`config.mk`:
```
export PLATFORM = sky130hd
export DESIGN_NAME = sketch_command_stream_decoder_top
export DESIGN_NICKNAME = d
export VERILOG_FILES = /design/src/hdl/scd_pkg.sv /design/src/hdl/sketch_command_stream_decoder_top.sv /design/src/hdl/scd_front.sv /design/src/hdl/scd_cmd_queue.sv /design/src/hdl/scd_back.sv
export SDC_FILE = /design/constraint.sdc
export NUM_CORES = 1
export LEC_CHECK = 0
export ABC_AREA = 1
export BUFFER_PORTS_ARGS = -buffer_cell sky130_fd_sc_hd__buf_2
export CAP_MARGIN = 15
export CORE_AREA = 3 3 236 330
export DETAILED_ROUTE_END_ITERATION = 7
export DIE_AREA = 0 0 239 333
export GPL_TIMING_DRIVEN = 0
export SYNTH_ARGS = -nofsm -noshare
export SYNTH_HDL_FRONTEND = slang
export SYNTH_SLANG_ARGS = --single-unit
```
`constraint.sdc`:
```
create_clock -name clk -period 5.9 [get_ports clk]
set_input_delay 1.475 -clock clk [delete_from_list [all_inputs] [get_ports clk]]
set_output_delay 1.475 -clock clk [all_outputs]
set_load 0.02 [all_outputs]
```
`src/hdl/scd_pkg.sv`:
```
// shared types and constants of the sketch command stream decoder
package scd_pkg;

	localparam int unsigned COORD_W = 32;
	localparam int unsigned QUEUE_DEPTH = 4;
	localparam int unsigned QPTR_W = $clog2(QUEUE_DEPTH);

	// command opcodes
	localparam logic [4:0] OP_MOVE_X  = 5'd0;
	localparam logic [4:0] OP_MOVE_Y  = 5'd1;
	localparam logic [4:0] OP_WAIT    = 5'd2;
	localparam logic [4:0] OP_PEN     = 5'd3;
	localparam logic [4:0] OP_CLEAR   = 5'd4;
	localparam logic [4:0] OP_KEY     = 5'd5;
	localparam logic [4:0] OP_RED     = 5'd6;
	localparam logic [4:0] OP_GREEN   = 5'd7;
	localparam logic [4:0] OP_BLUE    = 5'd8;
	localparam logic [4:0] OP_OPACITY = 5'd9;

	// short form opcode field value that selects the long form
	localparam logic [1:0] SHORT_LONG_FORM = 2'd3;

	// remembered last command, three bits wide
	localparam logic [2:0] PREV_WAIT = 3'd2;
	localparam logic [2:0] PREV_PEN  = 3'd3;

	// result kinds
	localparam logic [1:0] KIND_LINE  = 2'd0;
	localparam logic [1:0] KIND_PAUSE = 2'd1;
	localparam logic [1:0] KIND_CLEAR = 2'd2;
	localparam logic [1:0] KIND_KEY   = 2'd3;

	localparam logic [31:0] COLOUR_DEFAULT = 32'hffff_ffff;

	typedef struct packed {
		logic [4:0]  opcode;
		logic [31:0] operand;   // low 32 bits of the operand, sign-extended but for a short-form wait
		logic        neg;       // operand sign
	} cmd_t;

	typedef struct packed {
		logic [1:0]         command_kind;
		logic [COORD_W-1:0] start_x;
		logic [COORD_W-1:0] start_y;
		logic [COORD_W-1:0] end_x;
		logic [COORD_W-1:0] end_y;
		logic [31:0]        line_colour;
		logic               use_default_colour;
		logic [31:0]        pause_amount;
		logic               last_of_run;
	} res_t;

	typedef struct packed {
		logic full;
		logic empty;
	} qstat_t;

endpackage

```
`src/hdl/sketch_command_stream_decoder_top.sv`:
```
// Sketch command stream decoder: takes one drawing-instruction byte per cycle
// and emits line, pause, clear and key-wait commands. The parser accepts a byte
// every cycle while its four-entry command queue has room; the executor retires
// at most one queued command per cycle, and each command delivers at most one
// result per cycle, so a wait that first flushes a pending line holds the
// executor until its pause is sent. A byte that completes a command is written
// into the command queue, and its first result is loaded from the queue head
// into the output register. The input stalls only when the queue fills, either
// behind a stalled output or behind a run of line-flushing waits.
module sketch_command_stream_decoder_top import scd_pkg::*; #(
	parameter int unsigned OPERAND_WIDTH = 32
) (
	input  logic        clk,
	input  logic        arst_n,
	input  logic        in_valid,
	output logic        in_ready,
	input  logic [7:0]  code_byte,
	output logic        out_valid,
	input  logic        out_ready,
	output logic [1:0]  command_kind,
	output logic signed [31:0] start_x,
	output logic signed [31:0] start_y,
	output logic signed [31:0] end_x,
	output logic signed [31:0] end_y,
	output logic [31:0] line_colour,
	output logic        use_default_colour,
	output logic signed [31:0] pause_amount,
	output logic        last_of_run
);

	logic   accept;
	logic   push;
	cmd_t   push_cmd;
	cmd_t   head;
	qstat_t qstat;
	logic   pop;
	res_t   res;

	assign in_ready = !qstat.full;
	assign accept   = in_valid && in_ready;

	scd_front #(
		.OPERAND_WIDTH(OPERAND_WIDTH)
	) u_front (
		.clk      (clk),
		.arst_n   (arst_n),
		.accept   (accept),
		.code_byte(code_byte),
		.push     (push),
		.cmd      (push_cmd)
	);

	scd_cmd_queue u_queue (
		.clk     (clk),
		.arst_n  (arst_n),
		.push    (push),
		.push_cmd(push_cmd),
		.pop     (pop),
		.head    (head),
		.stat    (qstat)
	);

	scd_back u_back (
		.clk      (clk),
		.arst_n   (arst_n),
		.q_valid  (!qstat.empty),
		.q_cmd    (head),
		.q_pop    (pop),
		.out_valid(out_valid),
		.out_ready(out_ready),
		.res      (res)
	);

	assign command_kind       = res.command_kind;
	assign start_x            = $signed(res.start_x);
	assign start_y            = $signed(res.start_y);
	assign end_x              = $signed(res.end_x);
	assign end_y              = $signed(res.end_y);
	assign line_colour        = res.line_colour;
	assign use_default_colour = res.use_default_colour;
	assign pause_amount       = $signed(res.pause_amount);
	assign last_of_run        = res.last_of_run;

endmodule

```
`src/hdl/scd_front.sv`:
```
// byte parser: short and long forms, continuation bytes, command push
module scd_front import scd_pkg::*; #(
	parameter int unsigned OPERAND_WIDTH = 32
) (
	input  logic       clk,
	input  logic       arst_n,
	input  logic       accept,
	input  logic [7:0] code_byte,
	output logic       push,
	output cmd_t       cmd
);

	localparam int unsigned EXT_W = (OPERAND_WIDTH > 32) ? OPERAND_WIDTH : 32;

	logic                     in_ext_q;
	logic                     first_q;
	logic [4:0]               pend_q;
	logic [OPERAND_WIDTH-1:0] acc_q;

	logic                     in_ext_d;
	logic                     first_d;
	logic [4:0]               pend_d;
	logic [OPERAND_WIDTH-1:0] acc_d;
	logic [OPERAND_WIDTH-1:0] acc_base;
	logic [EXT_W-1:0]         acc_ext;
	logic                     push_c;

	assign acc_base = first_q ? {OPERAND_WIDTH{code_byte[6]}} : acc_q;
	assign acc_ext  = EXT_W'($signed(acc_d));

	always_comb begin
		in_ext_d = in_ext_q;
		first_d  = first_q;
		pend_d   = pend_q;
		acc_d    = acc_q;
		push_c   = 1'b0;
		cmd      = '0;
		if (!in_ext_q) begin
			if (code_byte[7:6] != SHORT_LONG_FORM) begin
				push_c = 1'b1;
				cmd.opcode = {3'b000, code_byte[7:6]};
				// wait takes its operand unsigned, the moves signed
				if ({3'b000, code_byte[7:6]} == OP_WAIT) begin
					cmd.operand = {26'd0, code_byte[5:0]};
				end else begin
					cmd.operand = {{26{code_byte[5]}}, code_byte[5:0]};
					cmd.neg = code_byte[5];
				end
			end else if (!code_byte[5]) begin
				push_c = 1'b1;
				cmd.opcode = code_byte[4:0];
			end else begin
				in_ext_d = 1'b1;
				first_d  = 1'b1;
				pend_d   = code_byte[4:0];
			end
		end else begin
			in_ext_d = code_byte[7];
			first_d  = 1'b0;
			acc_d    = {acc_base[OPERAND_WIDTH-8:0], code_byte[6:0]};
			if (!code_byte[7]) begin
				push_c      = 1'b1;
				cmd.opcode  = pend_q;
				cmd.operand = acc_ext[31:0];
				cmd.neg     = acc_d[OPERAND_WIDTH-1];
			end
		end
	end

	assign push = accept && push_c;

	always_ff @(posedge clk or negedge arst_n) begin
		if (!arst_n) begin
			in_ext_q <= 1'b0;
			first_q  <= 1'b1;
			pend_q   <= '0;
			acc_q    <= '0;
		end else if (accept) begin
			in_ext_q <= in_ext_d;
			first_q  <= first_d;
			pend_q   <= pend_d;
			acc_q    <= acc_d;
		end
	end

endmodule

```
`src/hdl/scd_cmd_queue.sv`:
```
// short command queue between parser and executor
module scd_cmd_queue import scd_pkg::*; (
	input  logic   clk,
	input  logic   arst_n,
	input  logic   push,
	input  cmd_t   push_cmd,
	input  logic   pop,
	output cmd_t   head,
	output qstat_t stat
);

	cmd_t              mem [QUEUE_DEPTH];
	logic [QPTR_W-1:0] wr_ptr_q;
	logic [QPTR_W-1:0] rd_ptr_q;
	logic [QPTR_W:0]   count_q;

	assign stat.full  = (count_q == (QPTR_W+1)'(QUEUE_DEPTH));
	assign stat.empty = (count_q == '0);
	assign head       = mem[rd_ptr_q];

	always_ff @(posedge clk) begin
		if (push) begin
			mem[wr_ptr_q] <= push_cmd;
		end
	end

	always_ff @(posedge clk or negedge arst_n) begin
		if (!arst_n) begin
			wr_ptr_q <= '0;
			rd_ptr_q <= '0;
			count_q  <= '0;
		end else begin
			if (push) begin
				wr_ptr_q <= wr_ptr_q + 1'b1;
			end
			if (pop) begin
				rd_ptr_q <= rd_ptr_q + 1'b1;
			end
			unique case ({push, pop})
				2'b10:   count_q <= count_q + 1'b1;
				2'b01:   count_q <= count_q - 1'b1;
				default: count_q <= count_q;
			endcase
		end
	end

	a_no_overflow: assert property (@(posedge clk) disable iff (!arst_n)
		stat.full |-> !push || pop)
		else $error("command queue written while full");

	a_no_underflow: assert property (@(posedge clk) disable iff (!arst_n)
		pop |-> !stat.empty)
		else $error("command queue read while empty");

	a_count_bound: assert property (@(posedge clk) disable iff (!arst_n)
		count_q <= (QPTR_W+1)'(QUEUE_DEPTH))
		else $error("command queue count out of range");

endmodule

```
`src/hdl/scd_back.sv`:
```
// command executor: turtle state, result generation and output register
module scd_back import scd_pkg::*; (
	input  logic   clk,
	input  logic   arst_n,
	input  logic   q_valid,
	input  cmd_t   q_cmd,
	output logic   q_pop,
	output logic   out_valid,
	input  logic   out_ready,
	output res_t   res
);

	logic [COORD_W-1:0] pen_x_q, pen_y_q, tgt_x_q, tgt_y_q;
	logic               lifted_q;
	logic [2:0]         prev_q;
	logic [31:0]        colour_q;
	logic               phase_q;   // line of a wait already sent
	logic               out_valid_q;
	res_t               res_q;

	logic  prev_quiet;
	logic  wait_line;
	logic  pen_line;
	logic  emit;
	logic  done;
	logic  out_space;
	logic  advance;
	res_t  line_res;
	res_t  emit_res;

	assign prev_quiet = (prev_q == PREV_WAIT) || (prev_q == PREV_PEN);
	assign wait_line  = !prev_quiet;
	assign pen_line   = lifted_q == 1'b0 && !prev_quiet;

	always_comb begin
		line_res = '0;
		line_res.command_kind       = KIND_LINE;
		line_res.start_x            = pen_x_q;
		line_res.start_y            = pen_y_q;
		line_res.end_x              = tgt_x_q;
		line_res.end_y              = tgt_y_q;
		line_res.line_colour        = colour_q;
		line_res.use_default_colour = (colour_q == COLOUR_DEFAULT);
	end

	always_comb begin
		emit     = 1'b0;
		done     = 1'b1;
		emit_res = '0;
		unique case (q_cmd.opcode)
			OP_WAIT: begin
				emit = 1'b1;
				if (wait_line && !phase_q) begin
					emit_res = line_res;
					done     = 1'b0;
				end else begin
					emit_res.command_kind = KIND_PAUSE;
					emit_res.pause_amount = q_cmd.operand;
					emit_res.last_of_run  = 1'b1;
				end
			end
			OP_PEN: begin
				emit = pen_line;
				emit_res = line_res;
				emit_res.last_of_run = 1'b1;
			end
			OP_CLEAR: begin
				emit = 1'b1;
				emit_res.command_kind = KIND_CLEAR;
				emit_res.last_of_run  = 1'b1;
			end
			OP_KEY: begin
				emit = 1'b1;
				emit_res.command_kind = KIND_KEY;
				emit_res.last_of_run  = 1'b1;
			end
			default: begin
				emit = 1'b0;
			end
		endcase
	end

	assign out_space = !out_valid_q || out_ready;
	assign advance   = q_valid && (!emit || out_space);
	assign q_pop     = advance && done;
	assign out_valid = out_valid_q;
	assign res       = res_q;

	always_ff @(posedge clk) begin
		if (advance && emit) begin
			res_q <= emit_res;
		end
	end

	always_ff @(posedge clk or negedge arst_n) begin
		if (!arst_n) begin
			out_valid_q <= 1'b0;
			phase_q     <= 1'b0;
			pen_x_q     <= '0;
			pen_y_q     <= '0;
			tgt_x_q     <= '0;
			tgt_y_q     <= '0;
			lifted_q    <= 1'b1;
			prev_q      <= PREV_PEN;
			colour_q    <= COLOUR_DEFAULT;
		end else begin
			if (advance && emit) begin
				out_valid_q <= 1'b1;
			end else if (out_ready) begin
				out_valid_q <= 1'b0;
			end
			if (advance) begin
				phase_q <= !done;
			end
			if (q_pop) begin
				unique case (q_cmd.opcode)
					OP_MOVE_X: begin
						tgt_x_q <= tgt_x_q + q_cmd.operand;
						prev_q  <= OP_MOVE_X[2:0];
					end
					OP_MOVE_Y: begin
						tgt_y_q <= tgt_y_q + q_cmd.operand;
						prev_q  <= OP_MOVE_Y[2:0];
					end
					OP_WAIT: begin
						if (wait_line) begin
							pen_x_q <= tgt_x_q;
							pen_y_q <= tgt_y_q;
						end
						prev_q <= PREV_WAIT;
					end
					OP_PEN: begin
						lifted_q <= !lifted_q;
						pen_x_q  <= tgt_x_q;
						pen_y_q  <= tgt_y_q;
						prev_q   <= PREV_PEN;
					end
					OP_CLEAR: begin
						lifted_q <= 1'b1;
						prev_q   <= OP_CLEAR[2:0];
					end
					OP_RED: begin
						if (!q_cmd.neg) colour_q[31:24] <= q_cmd.operand[7:0];
					end
					OP_GREEN: begin
						if (!q_cmd.neg) colour_q[23:16] <= q_cmd.operand[7:0];
					end
					OP_BLUE: begin
						if (!q_cmd.neg) colour_q[15:8] <= q_cmd.operand[7:0];
					end
					OP_OPACITY: begin
						if (!q_cmd.neg) colour_q[7:0] <= q_cmd.operand[7:0];
					end
					default: begin
						prev_q <= prev_q;
					end
				endcase
			end
		end
	end

	a_phase_only_wait: assert property (@(posedge clk) disable iff (!arst_n)
		phase_q |-> q_valid && q_cmd.opcode == OP_WAIT)
		else $error("second half of a wait without a wait at the queue head");

	a_phase_ends_pause: assert property (@(posedge clk) disable iff (!arst_n)
		phase_q && advance |=> out_valid_q && res_q.command_kind == KIND_PAUSE)
		else $error("wait did not finish with a pause");

	a_hold_unread: assert property (@(posedge clk) disable iff (!arst_n)
		out_valid_q && !out_ready |=> out_valid_q && $stable(res_q))
		else $error("result register changed before transfer");

endmodule
```
==> reports/metrics.sh, run 1 <==
POSTSYNTH.ASYNCRESETSHARE_PCT=37.0
WORST_VDD_IR_V=0.000269
ENDPOINT_KIND='register'
SYN_NETS=2871
YOSYS.AREA.TOP_TYPE_SHARE_PCT=39.9
R2R_CELLS=18
CLK_TRANSITION_REPORTED_PATHS_NS=0.08
LEAKAGEPOWER_nW=13.7
ROWS=119
DESIGN.CORE.AREA_MM2=0.0753
GRT_PASS1_VIAS=19843
WORST_HOLD_PATH.ENDPOINT='u_back.prev_q[1]'
VIASPERCELL=4.84
POST_CTS_RESIZED=0
SYNTHESIS.AREA_PER_INSTANCE_UM2=9.40
CLOCK_TREE_FROM_TRITONCTS='yes'
MAXCAPVIOLCOUNT=0
YOSYSSEQAREASHARE_PCT=59.5
TIMING.SETUP.CRITICAL_PATH_CLASS='register to register'
INITIAL_CELL_DENSITY_OF_THE_CORE_PCT=34.8
STATUS='finished clean'
PLACE.GP.CONGESTION=0.979
SYNTHESIS.INSTANCES=2789
POST-DP-HPWL_UM=60700
NUMCTSBUFFERS=54
WORST_PATH_ARRIVAL_TIME_NS=5.56
ANTENNA_FOUND_INITIAL=0
GRT_USAGE_PCT=19.7
GRT_START_MAX_NET_PINS=112
SYNTH_ENABLE_FLOP_CELLS=348
MAIN_COMBINATIONAL_CELL_FAMILY_BY_AREA_AFTER_SYNTHESIS='simple AND/OR/NAND/NOR gates'
POSTSYNTH.TOPFLOPCELL='edfxtp_1'
ANT_NETS=0
SYNTH_TOP_CELLS_BY_COUNT='819 x nand2_1, 348 x edfxtp_1, 338 x inv_1, 307 x nor2_1, 169 x dfrtp_1'
HOLDBUFCOUNTCTS=0
FLOORPLAN.IO_PINS=210
CLK-INSERTION-DELAY-LATE_NS=0.64
CRITICAL-PATH-MAX-STAGE-DELAY_NS=0.63
FIN_NETS=3153
TIMING.CRITICAL_PATH.CELLS='inv_2, buf_6, buf_2, clkbuf_1, nand2_1, a32oi_1, buf_4, ha_1, inv_1, fa_1, o21ai_0, a21oi_1, o21ai_0, nand2_1, nand3_1, nand2_1, nand2_1, nand2_1'
SYNTH_SIMPLE_GATE_AREA_SHARE_PCT=22.4
LAYOUT-AREA-OVERHEAD-VS-SYNTH_PCT=17.1
TIGHTEST_SLEW_NS=1.31
PORT_BUFFERS=209
GRT_FIRST_PASS_WIRELENGTH_UM=119000
POST-ROUTE-MIN-PERIOD_NS=5.02
MAXIMUM_BUFFER_DEPTH_OF_THE_CLOCK_TREE=3
DRT-WIRELENGTH-PER-CELL_UM=19.4
REPORT.FINAL.SLEW_VIOL_COUNT=0
START_POINT_OF_THE_WORST_MIN_DELAY_PATH='u_back.prev_q[1]'
REMAINING_DRC_ERRORS=0
YS_SEQ_ELEMENTS=552
MIN-DELAY-PATH-CLASS='register to register'
CP_SLOWEST_CELL='o21ai_0'
WORST_HOLD_PATH.NUM_CELLS=2
POWERDENSITY_mW_PER_MM2=644
PATH_COMMON_CELL='nand2_1'
POST_SYNTH_NUM_CELL_TYPES=50
REGTOREGSTARTPOINT='u_queue.rd_ptr_q[0]'
CTS_MAX_LEVEL=2
DESIGN_POWER_TOTAL_mW=19.8
SYNTH.AREA.MUX_SHARE_PCT=0
TIMING.FINAL.CRIT_SHARE_PCT=85.1
FIN_WORST_SKEW_NS=0.0518
DIE-AREA_MM2=0.0796
DRIVE_ABOVE_1_SHARE_PCT=14.5
SYNTH-COMPOUND-AREA-SHARE_PCT=6.19
SYNTH_ADDER_AREA_SHARE_PCT=3.43
WORST_HOLD_SLACK_NS=0.463
CTS_SINKS=552
CRIT_FANOUT=10
DATA_REQUIRED_TIME_OF_THE_CRITICAL_PATH_NS=6.44
SYNTH_TOP_CELL_BY_AREA='edfxtp_1'
DRT_ITER0_DRC=1484
CTS_POST_SETUP_BUFFERS_INSERTED=0
DRTPASS1ITERATIONS=5
RSZ0062_AT_GRT='no'
FLOORPLAN.DIE.WIDTH_UM=239
ROUTE.VIAS.TOTAL=19772
TIMING.FINAL.HOLD_VIOLATIONS=0
POST_SYNTH_INSTANCE_AREA_MM2=0.0262
MAX_CLOCK_FREQ_MHz=199
SYNTH.MOST_COMMON_CELL='nand2_1'
SETUP_VIOLATIONS=0
REG2REG_TO='u_back.tgt_y_q[30]'
WL_UM=79300
SYNTH_XOR_XNOR_AREA_SHARE_PCT=1.40
CLOCKROOTBUFFER='clkbuf_16'
GLOBALROUTE.TOTALOVERFLOW=0
SLEW_HEADROOM_PCT=12.9
REG2REG_SETUP_SLACK_NS=0.88
DIEHEIGHT_UM=333
SYNTH.TOP_CELLS.BY_AREA='edfxtp_1 40%, dfrtp_1 16%, nand2_1 12%, inv_1 4.8%, nor2_1 4.4%'
YOSYSWARNINGCOUNT=0
TYPE_OF_ORIGIN_OF_THE_CRITICAL_PATH='register'
-- metrics by stage --
stage | instance area [um2] | TNS [ns] | worst slack, ns | instances | util, %
2_1_floorplan | 26200 | 0 | 0.486 | 2789 | -
3_3_place_gp | 28500 | -355.12 | -1.54 | 3966 | 37.8
3_5_place_dp | 28800 | 0 | 0.865 | 3983 | 38.3
4_1_cts | 30700 | 0 | 0.854 | 4085 | 40.7
5_1_grt | 30700 | 0 | 0.604 | 4085 | 40.7
6_report | 30700 | 0 | 0.882 | 4086 | 40.8
-- cell usage in the layout (no fill, tap or decap), types with 49 or more instances in the layout --
master     netlist  routed
a21oi_1        125     125
buf_2           50     258
clkbuf_1        39      49
clkbuf_16        0      54
dfrtp_1        169     169
edfxtp_1       348     348
ha_1            67      67
inv_1          338     337
nand2_1        819     819
nand3_1         82      82
nand4_1        127     127
nor2_1         307     303
o21ai_0         98      98
-- area by class of cell --
type	instances	area, um2
Clock buffer	70	1470
Timing Repair Buffer	226	1360
Tap cell	968	1210
Fill cell	7477	44600
Inverter	345	1300
Buffer	108	558
Multi-Input combinational cell	1784	8810
Antenna cell	1	2.50
Clock inverter	32	387
Sequential cell	552	15600
-- flip-flops by register name, indices dropped and copies added, names as in the netlist, 5 cells and up --
name,flops
u_back.res,196
u_queue.mem,152
u_back.colour_q,32
u_back.pen_x_q,32
u_back.pen_y_q,32
u_back.tgt_x_q,32
u_back.tgt_y_q,32
u_front.acc_q,25
u_front.pend_q,5
-- per-layer routing --
layer  vias to the layer above  share of wire [%]  track usage [%]
met5                         -                  0                0
met4                         0                5.4             9.53
met3                       177                4.4             2.98
met2                       514                 51             35.6
met1                      9313                 39             22.6
li1                       9768                  -                -
-- power by group --
| part | total, mW | switching, mW | internal [mW] |
|---|---|---|---|
| logic | 9.66 | 6.83 | 2.83 |
| clock network | 3.61 | 1.52 | 2.08 |
| registers | 6.52 | 0.771 | 5.75 |
| total | 19.8 | 9.12 | 10.7 |
-- worst max path at each step --
stage,from,endpoint,slack [ns],depth (start not counted)
2_1_floorplan,out_ready,u_back.res[0],0.49,5
3_3_place_gp,out_ready,u_back.res[16],-1.54,6
3_5_place_dp,u_queue.rd_ptr_q[0],u_back.tgt_y_q[30],0.86,18
4_1_cts,u_queue.rd_ptr_q[0],u_back.tgt_y_q[30],0.85,18
5_1_grt,u_queue.rd_ptr_q[0],u_back.tgt_y_q[30],0.60,19
6_report,u_queue.rd_ptr_q[0],u_back.tgt_y_q[30],0.88,18
-- cell families (layout without fill, tap and decap cells) --
family / after synthesis / after routing
other: 0 / 1
DFF: 552 / 552
and+or+nand+nor: 1388 / 1388
adders and majority gates: 70 / 70
AOI/OAI and AO/OA: 284 / 284
buffers and inverters: 453 / 781
xor gates and xnor gates: 42 / 42
-- worst max-delay path: cells and delay by family (launching register included) --
family          cells  cell delay [ns]
buf+inv             6             1.42
fa+ha+maj           2             0.63
compound gates      4             1.90
flops               1             0.44
simple gates        6             0.52
(Power assumes the default switching activity.)
==> run 2: changes to the inputs <==
- BUFFER_PORTS_ARGS: -buffer_cell sky130_fd_sc_hd__buf_2 -> default
- CAP_MARGIN: 15 -> default
- DONT_BUFFER_PORTS: default -> 1
==> reports/metrics.sh, run 2 (synthesis results as in run 1) <==
REMAINING_DRC_ERRORS=0  # unchanged
REG2REG_TO='u_back.tgt_y_q[30]'
GLOBALROUTE.TOTALOVERFLOW=0  # unchanged
POSTPLACECELLAREA_MM2=0.0277  # -3.8%
CLOCKROOTBUFFER='clkbuf_16'
POWERDENSITY_mW_PER_MM2=655  # +1.7%
ROUTE.VIAS.TOTAL=19324  # -2.3%
STATUS='finished clean'
TIGHTEST_SLEW_NS=1.31  # -0.000925 ns
NUMCTSBUFFERS=52  # -3.7%
DIE-AREA_MM2=0.0796  # unchanged
TIMING.CRITICAL_PATH.CELLS='inv_2, buf_6, buf_2, clkbuf_1, nand2_1, a32oi_1, buf_4, buf_4, ha_1, inv_1, fa_1, o21ai_0, a21oi_1, o21ai_0, nand2_1, nand3_1, nand2_1, nand2_1, nand2_1'
VIASPERCELL=4.99  # +3.2%
WL_UM=79700  # +0.44%
POST_CTS_RESIZED=0  # unchanged
SWSHARE_PCT=46.9  # +0.80 points
CRIT_FANOUT=10  # unchanged
CTS_SINKS=552  # unchanged
LAYOUT-AREA-OVERHEAD-VS-SYNTH_PCT=12.5
DESIGN.CORE.AREA_MM2=0.0753  # unchanged
DRTPASS1ITERATIONS=5  # unchanged
SHARE_CLK_OF_TOTAL_POWER_PCT=18.0  # -0.2 points
FINAL_DESIGN_AREA_NO_FILL_MM2=0.0295  # -3.9%
RSZ0062_AT_GRT='no'
POST-DP-HPWL_UM=60300  # -0.58%
GRT_START_MAX_NET_PINS=205  # +83%
POST-ROUTE-MIN-PERIOD_NS=4.94  # -0.0794 ns
USE_MET1_PCT=22.3  # -0.33 points
PATH_COMMON_CELL='nand2_1'
DIEHEIGHT_UM=333  # unchanged
DRIVE_ABOVE_1_SHARE_PCT=8.41  # -6.1 points
DRT-WIRELENGTH-PER-CELL_UM=20.6  # +6.0%
FLOORPLAN.IO_PINS=210  # unchanged
MAXIMUM_BUFFER_DEPTH_OF_THE_CLOCK_TREE=3  # unchanged
FIN_NETS=2941  # -6.7%
REGTOREGSTARTPOINT='u_queue.rd_ptr_q[0]'
WORST_PATH_ARRIVAL_TIME_NS=5.47  # -0.09 ns
GRT_FIRST_PASS_WIRELENGTH_UM=118000  # -0.56%
START_POINT_OF_THE_WORST_MIN_DELAY_PATH='u_back.colour_q[1]'
MIN-DELAY-PATH-CLASS='register to register'
CTS_POST_SETUP_BUFFERS_INSERTED=0  # unchanged
FLOORPLAN.DIE.WIDTH_UM=239  # unchanged
MAX_FFS_PER_REGISTER=196  # unchanged
CLOCK_TREE_FROM_TRITONCTS='yes'
MAX_CLOCK_FREQ_MHz=202  # +1.6%
DRT_ITER0_DRC=1480  # -0.27%
INSERTEDDIODECOUNT=0  # -1
FIN_WORST_SKEW_NS=0.0373  # -0.0145 ns
REG2REG_SETUP_SLACK_NS=0.96  # +0.08 ns
CRITICAL-PATH-MAX-STAGE-DELAY_NS=0.62  # about the same
COMMONEST_CELLS_AFTER_ROUTING_FILL_AND_TAPS_ASIDE='819 x nand2_1, 348 x edfxtp_1, 337 x inv_1'
TYPE_OF_ORIGIN_OF_THE_CRITICAL_PATH='register'
WORST_HOLD_PATH.ENDPOINT='u_back.colour_q[1]'
HOLDBUFCOUNTCTS=0  # unchanged
ANT_NETS=0  # unchanged
DESIGN_POWER_TOTAL_mW=19.3  # -2.3%
MET3_GRT_UTIL_PCT=3.07  # +0.091 points
CLK-INSERTION-DELAY-LATE_NS=0.63  # about the same
PWR-SHARE-COMB_PCT=44.5  # -4.3 points
CTS_MAX_LEVEL=2  # unchanged
ANTENNA_FOUND_INITIAL=0  # unchanged
R2R_CELLS=19  # +1
GRT_PASS1_VIAS=19176  # -3.4%
MET2_USAGE_PCT=36.7  # +1.1 points
TIMING.FINAL.HOLD_VIOLATIONS=0  # unchanged
SLEW_HEADROOM_PCT=13.0  # +0.062 points
TIMING.FINAL.CRIT_SHARE_PCT=83.7  # -1.3 points
MAXCAPVIOLCOUNT=0  # unchanged
ROWS=119  # unchanged
LEAKAGEPOWER_nW=12.7  # -6.7%
CP_SLOWEST_CELL='o21ai_0'
WORST_HOLD_PATH.NUM_CELLS=2  # unchanged
CELLINTERNALPOWER_mW=10.3  # -3.8%
TIMING.SETUP.CRITICAL_PATH_CLASS='register to register'
PLACE.GP.CONGESTION=0.953  # -2.6%
WORST_VDD_IR_V=0.000228  # -15%
CLK_TRANSITION_REPORTED_PATHS_NS=0.07  # about the same
INITIAL_CELL_DENSITY_OF_THE_CORE_PCT=34.8  # unchanged
ENDPOINT_KIND='register'
DATA_REQUIRED_TIME_OF_THE_CRITICAL_PATH_NS=6.43  # about the same
SHARE_SEQ_OF_TOTAL_POWER_PCT=37.5  # +4.6 points
SETUP_VIOLATIONS=0  # unchanged
LAYOUT_COMMONEST_CELL='nand2_1'
GLOBALROUTE.BUSIESTLAYER='met2'
PORT_BUFFERS=0  # -100%
REPORT.FINAL.SLEW_VIOL_COUNT=0  # unchanged
GRT_USAGE_PCT=19.7  # -0.035 points
POWER.NET_SWITCHING_mW=9.07  # -0.63%
==> run 2: cell types whose count changed in the layout (fill, tap and decap cells not counted), sizes merged <==
| cell | before | now |
|---|---|---|
| inv | 348 | 352 |
| diode | 1 | 0 |
| buf | 295 | 85 |
| clkinv | 21 | 18 |
| clkinvlp | 1 | 5 |
| clkbuf | 109 | 100 |
| bufinv | 7 | 6 |
==> run 2: area by class of cell <==
class / instances / area [um2]
Multi-Input combinational cell: 1784 / 8810
Fill cell: 7456 / 45800
Tap cell: 968 / 1210
Clock buffer: 61 / 1370
Timing Repair Buffer: 16 / 258
Sequential cell: 552 / 15600
Buffer: 108 / 558
Clock inverter: 36 / 383
Inverter: 345 / 1300
==> run 2: how the worst max path moves through the flow <==
stage,depth (start not counted),startpoint,to
final,19,u_queue.rd_ptr_q[0],u_back.tgt_y_q[30]
after global routing,20,u_queue.rd_ptr_q[0],u_back.tgt_y_q[30]
after CTS,19,u_queue.rd_ptr_q[0],u_back.tgt_y_q[30]
after detailed placement,19,u_queue.rd_ptr_q[0],u_back.tgt_y_q[30]
after global placement,5,out_ready,u_back.res[181]
after floorplan,5,out_ready,u_back.res[0]
==> run 2: metal layers <==
layer / wire length (um) / vias up / share of wire [%]
met5: 0 / - / 0
met4: 3180 / 0 / 4.0
met3: 3840 / 149 / 4.8
met2: 42100 / 543 / 53
met1: 30600 / 9294 / 38
li1: - / 9338 / -
==> run 2: power by group through the flow <==
stage | logic (mW) | clock network (mW) | registers (mW)
final | 8.61 | 3.48 | 7.24
after floorplan | 5.73 | 0 | 6.98
after global routing | 9.54 | 3.70 | 7.37
after global placement | 8.28 | 0 | 7.46
after detailed placement | 8.58 | 0 | 7.32
after CTS | 8.61 | 3.55 | 7.25
==> run 2: worst max-delay path: cells and delay by family, from the launching register on <==
family | cells | cell delay [ns]
buf+inv | 7 | 1.47
compound gates | 4 | 1.73
fa+ha+maj | 2 | 0.64
simple gates | 6 | 0.54
flops | 1 | 0.45
==> run 2: stage by stage <==
| stage | setup TNS (ns) | hold slack [ns] | instances | utilization, % | setup WS [ns] |
|---|---|---|---|---|---|
| after global placement | -258.48 | 0.452 | 3757 | 36.4 | -1.37 |
| after floorplan | 0 | 0.434 | 2789 | - | 0.486 |
| after detailed placement | 0 | 0.459 | 3773 | 36.8 | 0.951 |
| after global routing | 0 | 0.490 | 3870 | 39.1 | 0.731 |
| after CTS | 0 | 0.471 | 3870 | 39.1 | 0.955 |
| final | 0 | 0.474 | 3870 | 39.1 | 0.961 |
